`src/rtl/assert_macros.svh`:
```
// Assertion macros used by the top level of the 2D vector rotate and angle unit.
// Each macro expects signals named clk and rst_n in the including module.
`ifndef ASSERT_MACROS_SVH
`define ASSERT_MACROS_SVH

// Same-cycle implication, ignored while reset is held.
`define VRA_ASSERT_IMP(lbl, ante, cons, msg) \
  lbl: assert property (@(posedge clk) disable iff (!rst_n) (ante) |-> (cons)) \
    else $error(msg);

// Next-cycle implication, ignored while reset is held.
`define VRA_ASSERT_NXT(lbl, ante, cons, msg) \
  lbl: assert property (@(posedge clk) disable iff (!rst_n) (ante) |=> (cons)) \
    else $error(msg);

`endif

```
`src/rtl/vra_pkg.sv`:
```
// Package for the 2D vector rotate and angle unit: widths, angle constants,
// the arctangent table and the structs passed between pipeline sections.
// Depends on nothing.
package vra_pkg;

  localparam int CORDIC_STEPS = 24;
  localparam int FRAC_BITS    = 16;
  localparam int PRE_SHIFT    = 29;
  localparam int ZW           = 36;
  localparam int VW           = 64;
  localparam int RW           = 33 + FRAC_BITS + 3;
  localparam int AW           = 25;
  localparam int TW           = 26;

  localparam logic signed [ZW-1:0] Z_FULL  = 36'sd6039797760;
  localparam logic signed [ZW-1:0] Z_HALF  = 36'sd3019898880;
  localparam logic signed [ZW-1:0] Z_QUART = 36'sd1509949440;

  localparam logic [AW-1:0] DEG360 = 25'd23592960;
  localparam logic [AW-1:0] DEG180 = 25'd11796480;
  localparam logic [AW-1:0] DEG90  = 25'd5898240;

  localparam logic signed [32:0] GAIN_S = 33'sd2608131496;

  typedef enum logic [1:0] {
    OP_ROTATE = 2'd0,
    OP_ANGLE  = 2'd1,
    OP_FULL   = 2'd2,
    OP_PROJ   = 2'd3
  } op_t;

  localparam logic [29:0] ATAN_TAB [32] = '{
    30'd754974720, 30'd445687602, 30'd235489088, 30'd119537938, 30'd60000934,
    30'd30029717, 30'd15018523, 30'd7509720, 30'd3754917, 30'd1877466,
    30'd938734, 30'd469367, 30'd234684, 30'd117342, 30'd58671, 30'd29335,
    30'd14668, 30'd7334, 30'd3667, 30'd1833, 30'd917, 30'd458, 30'd229,
    30'd115, 30'd57, 30'd29, 30'd14, 30'd7, 30'd4, 30'd2, 30'd1, 30'd0
  };

  function automatic logic signed [ZW-1:0] atan_at(input int idx);
    return $signed({{(ZW-30){1'b0}}, ATAN_TAB[idx]});
  endfunction

  typedef struct packed {
    op_t                     op;
    logic                    deg;
    logic                    cs_zero;
    logic                    cs_neg;
    logic                    ds_zero;
    logic                    ds_pos;
    logic signed [31:0]      ax;
    logic signed [31:0]      ay;
    logic signed [ZW-1:0]    rang;
  } side_t;

  typedef struct packed {
    op_t                     op;
    logic                    deg;
    logic                    ds_zero;
    logic [AW-1:0]           angle;
  } tail_t;

  typedef struct packed {
    logic signed [VW-1:0]    x;
    logic signed [VW-1:0]    y;
    logic signed [ZW-1:0]    z;
  } vec_t;

  typedef struct packed {
    logic signed [RW-1:0]    x;
    logic signed [RW-1:0]    y;
    logic signed [ZW-1:0]    z;
  } rvec_t;

endpackage

```
`src/rtl/vra_angle_prep.sv`:
```
// Angle section: wraps the headings, forms the angle result, reduces and folds
// the rotation angle and applies the CORDIC gain to vector a. Uses vra_pkg.
module vra_angle_prep (
  input  logic                          clk,
  input  logic                          rst_n,
  input  logic                          en,
  input  logic                          in_valid,
  input  vra_pkg::side_t                side_in,
  input  logic signed [vra_pkg::ZW-1:0] za,
  input  logic signed [vra_pkg::ZW-1:0] zb,
  output logic                          out_valid,
  output vra_pkg::tail_t                tail_out,
  output vra_pkg::rvec_t                rv_out
);
  import vra_pkg::*;

  logic                 v1_r, v2_r, v3_r, v4_r, v5_r;
  side_t                s1_r, s2_r, s3_r;
  logic signed [ZW-1:0] ha1_r, hb1_r;
  logic signed [ZW-1:0] d2_r, d2_nxt, sang2_r, sang2_nxt;
  logic signed [ZW-1:0] dsum, dshift;
  logic [AW-1:0]        dr3_r, dr3_nxt;
  logic signed [ZW-1:0] sang3_r, sang3_nxt;
  logic [AW-1:0]        half_ang, sel_ang;
  tail_t                t4_r, t4_nxt, t5_r;
  logic signed [ZW-1:0] sang4_r, sang4_nxt;
  logic signed [32:0]   qx4_r, qy4_r, qx4_nxt, qy4_nxt;
  logic signed [65:0]   px, py;
  rvec_t                rv5_r;

  function automatic logic signed [ZW-1:0] wrap_head(input logic signed [ZW-1:0] z);
    logic signed [ZW-1:0] z1;
    z1 = z[ZW-1] ? z + Z_FULL : z;
    return (z1 >= Z_FULL) ? z1 - Z_FULL : z1;
  endfunction

  always_ff @(posedge clk) begin
    if (!rst_n) begin
      v1_r <= 1'b0;
      v2_r <= 1'b0;
      v3_r <= 1'b0;
      v4_r <= 1'b0;
      v5_r <= 1'b0;
    end else if (en) begin
      v1_r <= in_valid;
      v2_r <= v1_r;
      v3_r <= v2_r;
      v4_r <= v3_r;
      v5_r <= v4_r;
    end
  end

  always_comb begin
    d2_nxt = hb1_r - ha1_r;
    if (d2_nxt[ZW-1]) begin
      d2_nxt = d2_nxt + Z_FULL;
    end
    sang2_nxt = (s1_r.op == OP_ROTATE) ? s1_r.rang : -hb1_r;
  end

  assign dsum   = d2_r + ZW'(128);
  assign dshift = dsum >>> 8;

  always_comb begin
    dr3_nxt = dshift[AW-1:0];
    if (dr3_nxt >= DEG360) begin
      dr3_nxt = dr3_nxt - DEG360;
    end
    if (sang2_r > Z_HALF) begin
      sang3_nxt = sang2_r - Z_FULL;
    end else if (sang2_r <= -Z_HALF) begin
      sang3_nxt = sang2_r + Z_FULL;
    end else begin
      sang3_nxt = sang2_r;
    end
  end

  always_comb begin
    half_ang = (dr3_r <= DEG180) ? dr3_r : DEG360 - dr3_r;
    if (s3_r.cs_zero) begin
      sel_ang = s3_r.ds_pos ? '0 : DEG180;
    end else if (s3_r.ds_zero) begin
      sel_ang = DEG90;
    end else begin
      sel_ang = half_ang;
    end
    if ((s3_r.op == OP_FULL) && s3_r.cs_neg) begin
      sel_ang = DEG360 - sel_ang;
    end
    t4_nxt.op      = s3_r.op;
    t4_nxt.deg     = s3_r.deg;
    t4_nxt.ds_zero = s3_r.ds_zero;
    t4_nxt.angle   = (((s3_r.op == OP_ANGLE) || (s3_r.op == OP_FULL)) && !s3_r.deg) ?
                     sel_ang : '0;
    qx4_nxt = 33'(s3_r.ax);
    qy4_nxt = 33'(s3_r.ay);
    if (sang3_r > Z_QUART) begin
      sang4_nxt = sang3_r - Z_HALF;
      qx4_nxt   = -qx4_nxt;
      qy4_nxt   = -qy4_nxt;
    end else if (sang3_r < -Z_QUART) begin
      sang4_nxt = sang3_r + Z_HALF;
      qx4_nxt   = -qx4_nxt;
      qy4_nxt   = -qy4_nxt;
    end else begin
      sang4_nxt = sang3_r;
    end
  end

  assign px = qx4_r * GAIN_S;
  assign py = qy4_r * GAIN_S;

  always_ff @(posedge clk) begin
    if (en) begin
      s1_r    <= side_in;
      ha1_r   <= wrap_head(za);
      hb1_r   <= wrap_head(zb);
      s2_r    <= s1_r;
      d2_r    <= d2_nxt;
      sang2_r <= sang2_nxt;
      s3_r    <= s2_r;
      dr3_r   <= dr3_nxt;
      sang3_r <= sang3_nxt;
      t4_r    <= t4_nxt;
      sang4_r <= sang4_nxt;
      qx4_r   <= qx4_nxt;
      qy4_r   <= qy4_nxt;
      t5_r    <= t4_r;
      rv5_r.x <= RW'(px >>> (32 - FRAC_BITS));
      rv5_r.y <= RW'(py >>> (32 - FRAC_BITS));
      rv5_r.z <= sang4_r;
    end
  end

  assign out_valid = v5_r;
  assign tail_out  = t5_r;
  assign rv_out    = rv5_r;

endmodule

```
`config.mk`:
```
export PLATFORM = sky130hd
export DESIGN_NAME = vra_angle_prep
export DESIGN_NICKNAME = d
export VERILOG_FILES = /design/src/rtl/assert_macros.svh /design/src/rtl/vra_pkg.sv /design/src/rtl/vra_angle_prep.sv
export SDC_FILE = /design/constraint.sdc
export NUM_CORES = 2
export LEC_CHECK = 0
export ABC_AREA = 1
export ABC_CLOCK_PERIOD_IN_PS = 9900
export BUFFER_PORTS_ARGS = -buffer_cell sky130_fd_sc_hd__buf_4
export CORE_MARGIN = 2
export CORE_UTILIZATION = 40
export CTS_CLUSTER_DIAMETER = 60
export DETAILED_ROUTE_END_ITERATION = 10
export GPL_ROUTABILITY_DRIVEN = 0
export PLACE_DENSITY = 0.63
export SLEW_MARGIN = 5
export SYNTH_ARGS = -nofsm -noshare
export SYNTH_HDL_FRONTEND = slang
export SYNTH_SLANG_ARGS = --single-unit
```
`constraint.sdc`:
```
create_clock -name clk -period 9.9 [get_ports clk]
set_input_delay 0.495 -clock clk [delete_from_list [all_inputs] [get_ports clk]]
set_output_delay 0.495 -clock clk [all_outputs]
set_load 0.005 [all_outputs]
```
# Word-level counts from Yosys, hierarchy flattened
# Cells that the tools add are included.
totals:
  regBits: 752
  in_bits: 183
  output_inout_bits: 170
  elab_cells: 104
op_classes:
  n_addsub: 17
  multipliers: 2
  order_cmp: 8
  n_eq_ne: 2
  muxes: 20
  reduce_logical: 5
ops:
  columns: ["op", "count"]
  rows:
  - ["36-bit 2-to-1 mux", 9]
  - ["33-bit 2-to-1 mux", 5]
  - ["33-bit by 30-bit multiplier with 63-bit output (second input constant)", 2]
  - ["25-bit 2-to-1 mux", 5]
  - ["36-bit by 34-bit adder with 36-bit output (second input constant)", 3]
  - ["36-bit by 34-bit subtractor with 36-bit output (second input constant)", 3]
  - ["36-bit by 34-bit greater-or-equal comparator with 1-bit output (second input constant)", 2]
  - ["32-bit negator with 33-bit output", 2]
  - ["25-bit subtractor (first input constant)", 2]
  - ["36-bit by 33-bit adder with 36-bit output (second input constant)", 1]
  - ["36-bit by 32-bit greater-than comparator with 1-bit output (second input constant)", 1]
  - ["36-bit by 33-bit greater-than comparator with 1-bit output (second input constant)", 1]
  - ["36-bit by 33-bit <= comparator with 1-bit output (second input constant)", 1]
  - ["36-bit by 32-bit less-than comparator with 1-bit output (second input constant)", 1]
  - ["36-bit negator", 1]
  - ["36-bit by 33-bit subtractor with 36-bit output (second input constant)", 1]
  - ["36-bit subtractor", 1]
  - ["33-bit adder (second input constant)", 1]
  - ["33-bit by 9-bit adder with 33-bit output (second input constant)", 1]
  - ["25-bit greater-or-equal comparator (second input constant)", 1]
  - ["25-bit by 24-bit <= comparator with 1-bit output (second input constant)", 1]
  - ["25-bit subtractor (second input constant)", 1]
  - ["24-bit 2-to-1 mux", 1]
  - ["2-bit by 1-bit == test with 1-bit output (second input constant)", 1]
  - ["other kinds (5)", 6]

# Depth between registers and ports, before layout
depth:
  ltp_word: 6
  ltp_mapped: 32
  mapped_depth_nobuf: 31

# Worst setup path after synthesis
# No wires, ideal clock.
synth_path:
  path_kind: "register -> register"
  start: "register qy4_r[32]"
  end: "register rv5_r (netlist bit rv_out[80]), data pin"
  setup_time_ns: 0.252
  arrival_time_ns: 7.254
  t_required_ns: 9.648
  path_slack_ns: 2.393
  path_stages_with_launch: 21
  path_buffers: 1
  synth_period_minus_slack_ns: 7.507
  path_cell_list: "edfxtp_1 clkbuf_1 clkinv_1 o21ai_0 fa_1 fa_1 fa_1 fa_1 inv_1 fa_1 inv_1 ha_1 a21oi_1 inv_1 a31oi_1 nand2_1 a21o_1 a221oi_1 nand2_1 nand2_1 nand2_1"
synth_between:
  elab_chain_len: 1
synth_lines:
  columns: ["element", "line_no", "text"]
  rows:
  - ["from (decl)", "vra_angle_prep.sv:27", "logic signed [32:0] qx4_r, qy4_r, qx4_nxt, qy4_nxt;"]
  - ["from (signal assigned)", "vra_angle_prep.sv:127", "qy4_r <= qy4_nxt;"]
  - ["33-bit by 30-bit multiplier with 63-bit output", "vra_angle_prep.sv:111", "assign py = qy4_r * GAIN_S;"]
  - ["via py[60]", "vra_angle_prep.sv:28", "logic signed [65:0] px, py;"]
  - ["to (decl)", "vra_angle_prep.sv:29", "rvec_t rv5_r;"]
# The timed path passes the listed nets, and every way through them passes these cells.
# A chain may end at the register's enable or synchronous reset.

# Worst setup path in the final report
layout_path:
  start: "register qx4_r[11]"
  end: "register rv5_r (netlist bit rv_out[124]), data pin"
layout_between:
  elab_chain_len: 1
layout_lines:
  columns: ["element", "line_no", "text"]
  rows:
  - ["from (decl)", "vra_angle_prep.sv:27", null]
  - ["from (signal assigned)", "vra_angle_prep.sv:126", "qx4_r <= qx4_nxt;"]
  - ["33-bit by 30-bit multiplier with 63-bit output", "vra_angle_prep.sv:110", "assign px = qx4_r * GAIN_S;"]
  - ["via px[52]", "vra_angle_prep.sv:28", null]
# The timed path passes the listed nets, and every way through them passes these cells.

==> run_results.csv <==
group,metric,value,unit
synth,syn_nets,8946,
synth,async_flop_share,0,%
setup_path,worstPathMaxFanout,8,
setup_path,cp_num_buf_inv,7,
synth,yosys_warnings,0,
timing,fin_setup_tns,0,ps
cts,cts_hold_buf,164,
synth,netlist_top_cells_count,"inv_1 (1,770), fa_1 (861), ha_1 (815), edfxtp_1 (740), nand2_1 (702)",
die,die_y,429,microns
timing,clock.fmax,0.127,GHz
route,drtIter0Drc,4123,
cells_and_area,final_util,46.2,%
setup_path,crit_type,"flop to flop",
synth,ys_top_cells_by_area,"edfxtp_1 (31%), fa_1 (24%), ha_1 (14%), inv_1 (9.2%), xor2_1 (4.1%)",
synth,synth.most_common_cell,"inv_1",
setup_path,cpLargestDelayFamily,"adder cells",
cells_and_area,fillers,16600,
synth,synth_cell_type_count,61,
cts,clk_pin_slew,60,ps
timing,setup_violations,0,
cells_and_area,layout.area.seq,0.0223,sq mm
global_routing,grtUsageTotal,22.7,%
die,die_area,0.184,sq mm
cts,post_cts_buffers,0,
die,ios,353,
setup_path,reg2reg_depth,26,
outcome,status,"completed",
setup_path,worst_path_max_delay_cell,"ha_1",
timing,hold_viol_final,0,
cells_and_area,final_nets,9521,
synth,synth_edf_count,740,
hold_path,hold_path.class,"primary input to flop",
timing,fin_skew,65.3,ps
global_routing,grt_pass1_wl,318,mm
place,hpwl,176,mm
timing,rsz0062_at_grt,"false",
route,via_count,51400,
synth,ys_seq_area_share,30.9,%
job,drv_cap,0,
setup_path,startpoint_type,"flop",
route,viasPerCell,5.09,
setup_path,r2r_end,"rv_out[124]",
setup_path,cpPeakStageDelay,610,ps
route,totalWireLength,208,mm
route,wl_per_cell,20.6,microns
timing,relSlewSlack,24.5,%
synth,synth_ff_type,"edfxtp_1",
setup_path,crit_top_cell,"inv_1",
route,drc_errors,0,
synth,yosys.area.top_type,"edfxtp_1",
route,drt_pass1_iterations,5,
cts,clkSinkCount,745,
global_routing,antenna_found_initial,5,
cts,clock_latency,750,ps
setup_path,endpoint_kind,"flop",
global_routing,grt_max_degree,174,
cts,htree_levels,3,
synth,syn_area,0.0721,sq mm
synth,synth_top_area_share,30.8,%
cells_and_area,areaGrowthSynthToFinish,14.6,%
route,ant_nets,0,
synth,ys_ff_latch,745,
die,start_util,40.3,%
place,io_buffers,352,
cells_and_area,multiInputGateArea,0.0429,sq mm
synth,synth_cells,7087,
cts,root_buffer,"clkbuf_16",
setup_path,required,10360,ps
hold_path,min_path_cells,1,
cts,clockBufferDepth,3,
synth,syn_avg_cell_area,10.2,sq um
cells_and_area,stdcell_count,10100,
global_routing,first_global_vias,54000,
timing,period_needed,7850,ps
hold_path,min-delay-start,"en",
setup_path,reg2reg_from,"qx4_r[11]",
cts,cts_buffers,94,
setup_path,ff2ff_setup_slack,2050,ps
global_routing,overflow,0,
setup_path,critPathArrivalTime,8320,ps
place,dp_slack,2190,ps
cts,cts_tree,"done",
cts,cts_resized,0,
die,chipWidth,429,microns
timing,period_share,79.3,%
hold_path,hold_path_end,"s1_r[20]",
timing,fin_ws,2050,ps
die,rows,155,
die,core_area,0.179,sq mm
cells_and_area,final_layout_size_suffix_gt1_share,7.88,%
timing,tightest_slew,1130,ps
place,dp_cells,9757,
timing,maxSlewViolCount,0,
cell type report:
class                   instances  share of cell area [%]
flip-flops and latches        745                    27.0
well taps                    2355                    3.57
clock inverters                71                    1.14
clock buffers                 105                    2.92
multi-input cells            4511                    51.9
inverters                    1779                    8.08
repair buffers                531                    5.38
diodes                          3                 0.00909
cell usage in the layout, fill, tap and decap left out, types with 24 or more instances in the layout:
cell type and instances:
a31oi_1 50, fa_1 861, o21ai_0 217, edfxtp_1 740, nand3_1 164, nor4_1 24, nor2_1 451, nand2_1 702
xnor2_1 135, dlygate4sd3_1 164, ha_1 815, buf_4 363, clkbuf_16 95, nand4_1 43, inv_1 1768, o21bai_1 60
xor2_1 335, o21a_1 28, a21oi_1 334, nor3_1 80, a21o_1 29
worst max-delay path by stage:
stage | from | end | slack [ps] | cells past startpoint
floorplan | qy4_r[32] | rv_out[80] | 2390 | 20
global placement | qx4_r[11] | rv_out[124] | 2040 | 26
detailed placement | qx4_r[11] | rv_out[124] | 2190 | 26
CTS | qx4_r[11] | rv_out[124] | 2150 | 26
global route | qx4_r[11] | rv_out[124] | 1700 | 26
finish | qx4_r[11] | rv_out[124] | 2050 | 26
through the flow:
step           hold WS [ps]  cell area, sq um
2_1_floorplan           400             72100
3_3_place_gp            401             77600
3_5_place_dp            405             77600
4_1_cts                 160             82600
5_1_grt                 197             82600
6_report                222             82600
layer usage:
layer	vias up	routed length, microns	part of all wire, %	GRT usage, %
met4	2	11000	5.3	10.8
met3	449	14300	6.9	3.74
met5	-	13	0.0062	0
li1	23700	-	-	-
met1	25300	82100	39	28.4
met2	1935	101000	48	38.3
kinds of logic after synthesis:
kind of cell               count (synthesis)  synth area share, %
adders and majority gates               1676                 38.0
xor gates and xnor gates                 471                 5.73
DFF                                      745                 30.9
muxes                                      1               0.0156
AOI/OAI and AO/OA                        808                 6.39
and+or+nand+nor                         1555                 9.26
buffers and inverters                   1831                 9.62
sequential cells by signal, summed over array words and instances (netlist names), 25 cells and up:
register / cells
d2_r: 26
dr3_r: 25
ha1_r: 36
hb1_r: 36
qx4_r: 33
qy4_r: 33
rv_out: 136
s1_r: 107
s2_r: 71
s3_r: 71
sang2_r: 36
sang3_r: 36
sang4_r: 36
t4_r: 29
tail_out: 29
Power is left out: the tool's default activity adds up to more than one toggle a clock period on the data nets, which glitch-free logic cannot reach.
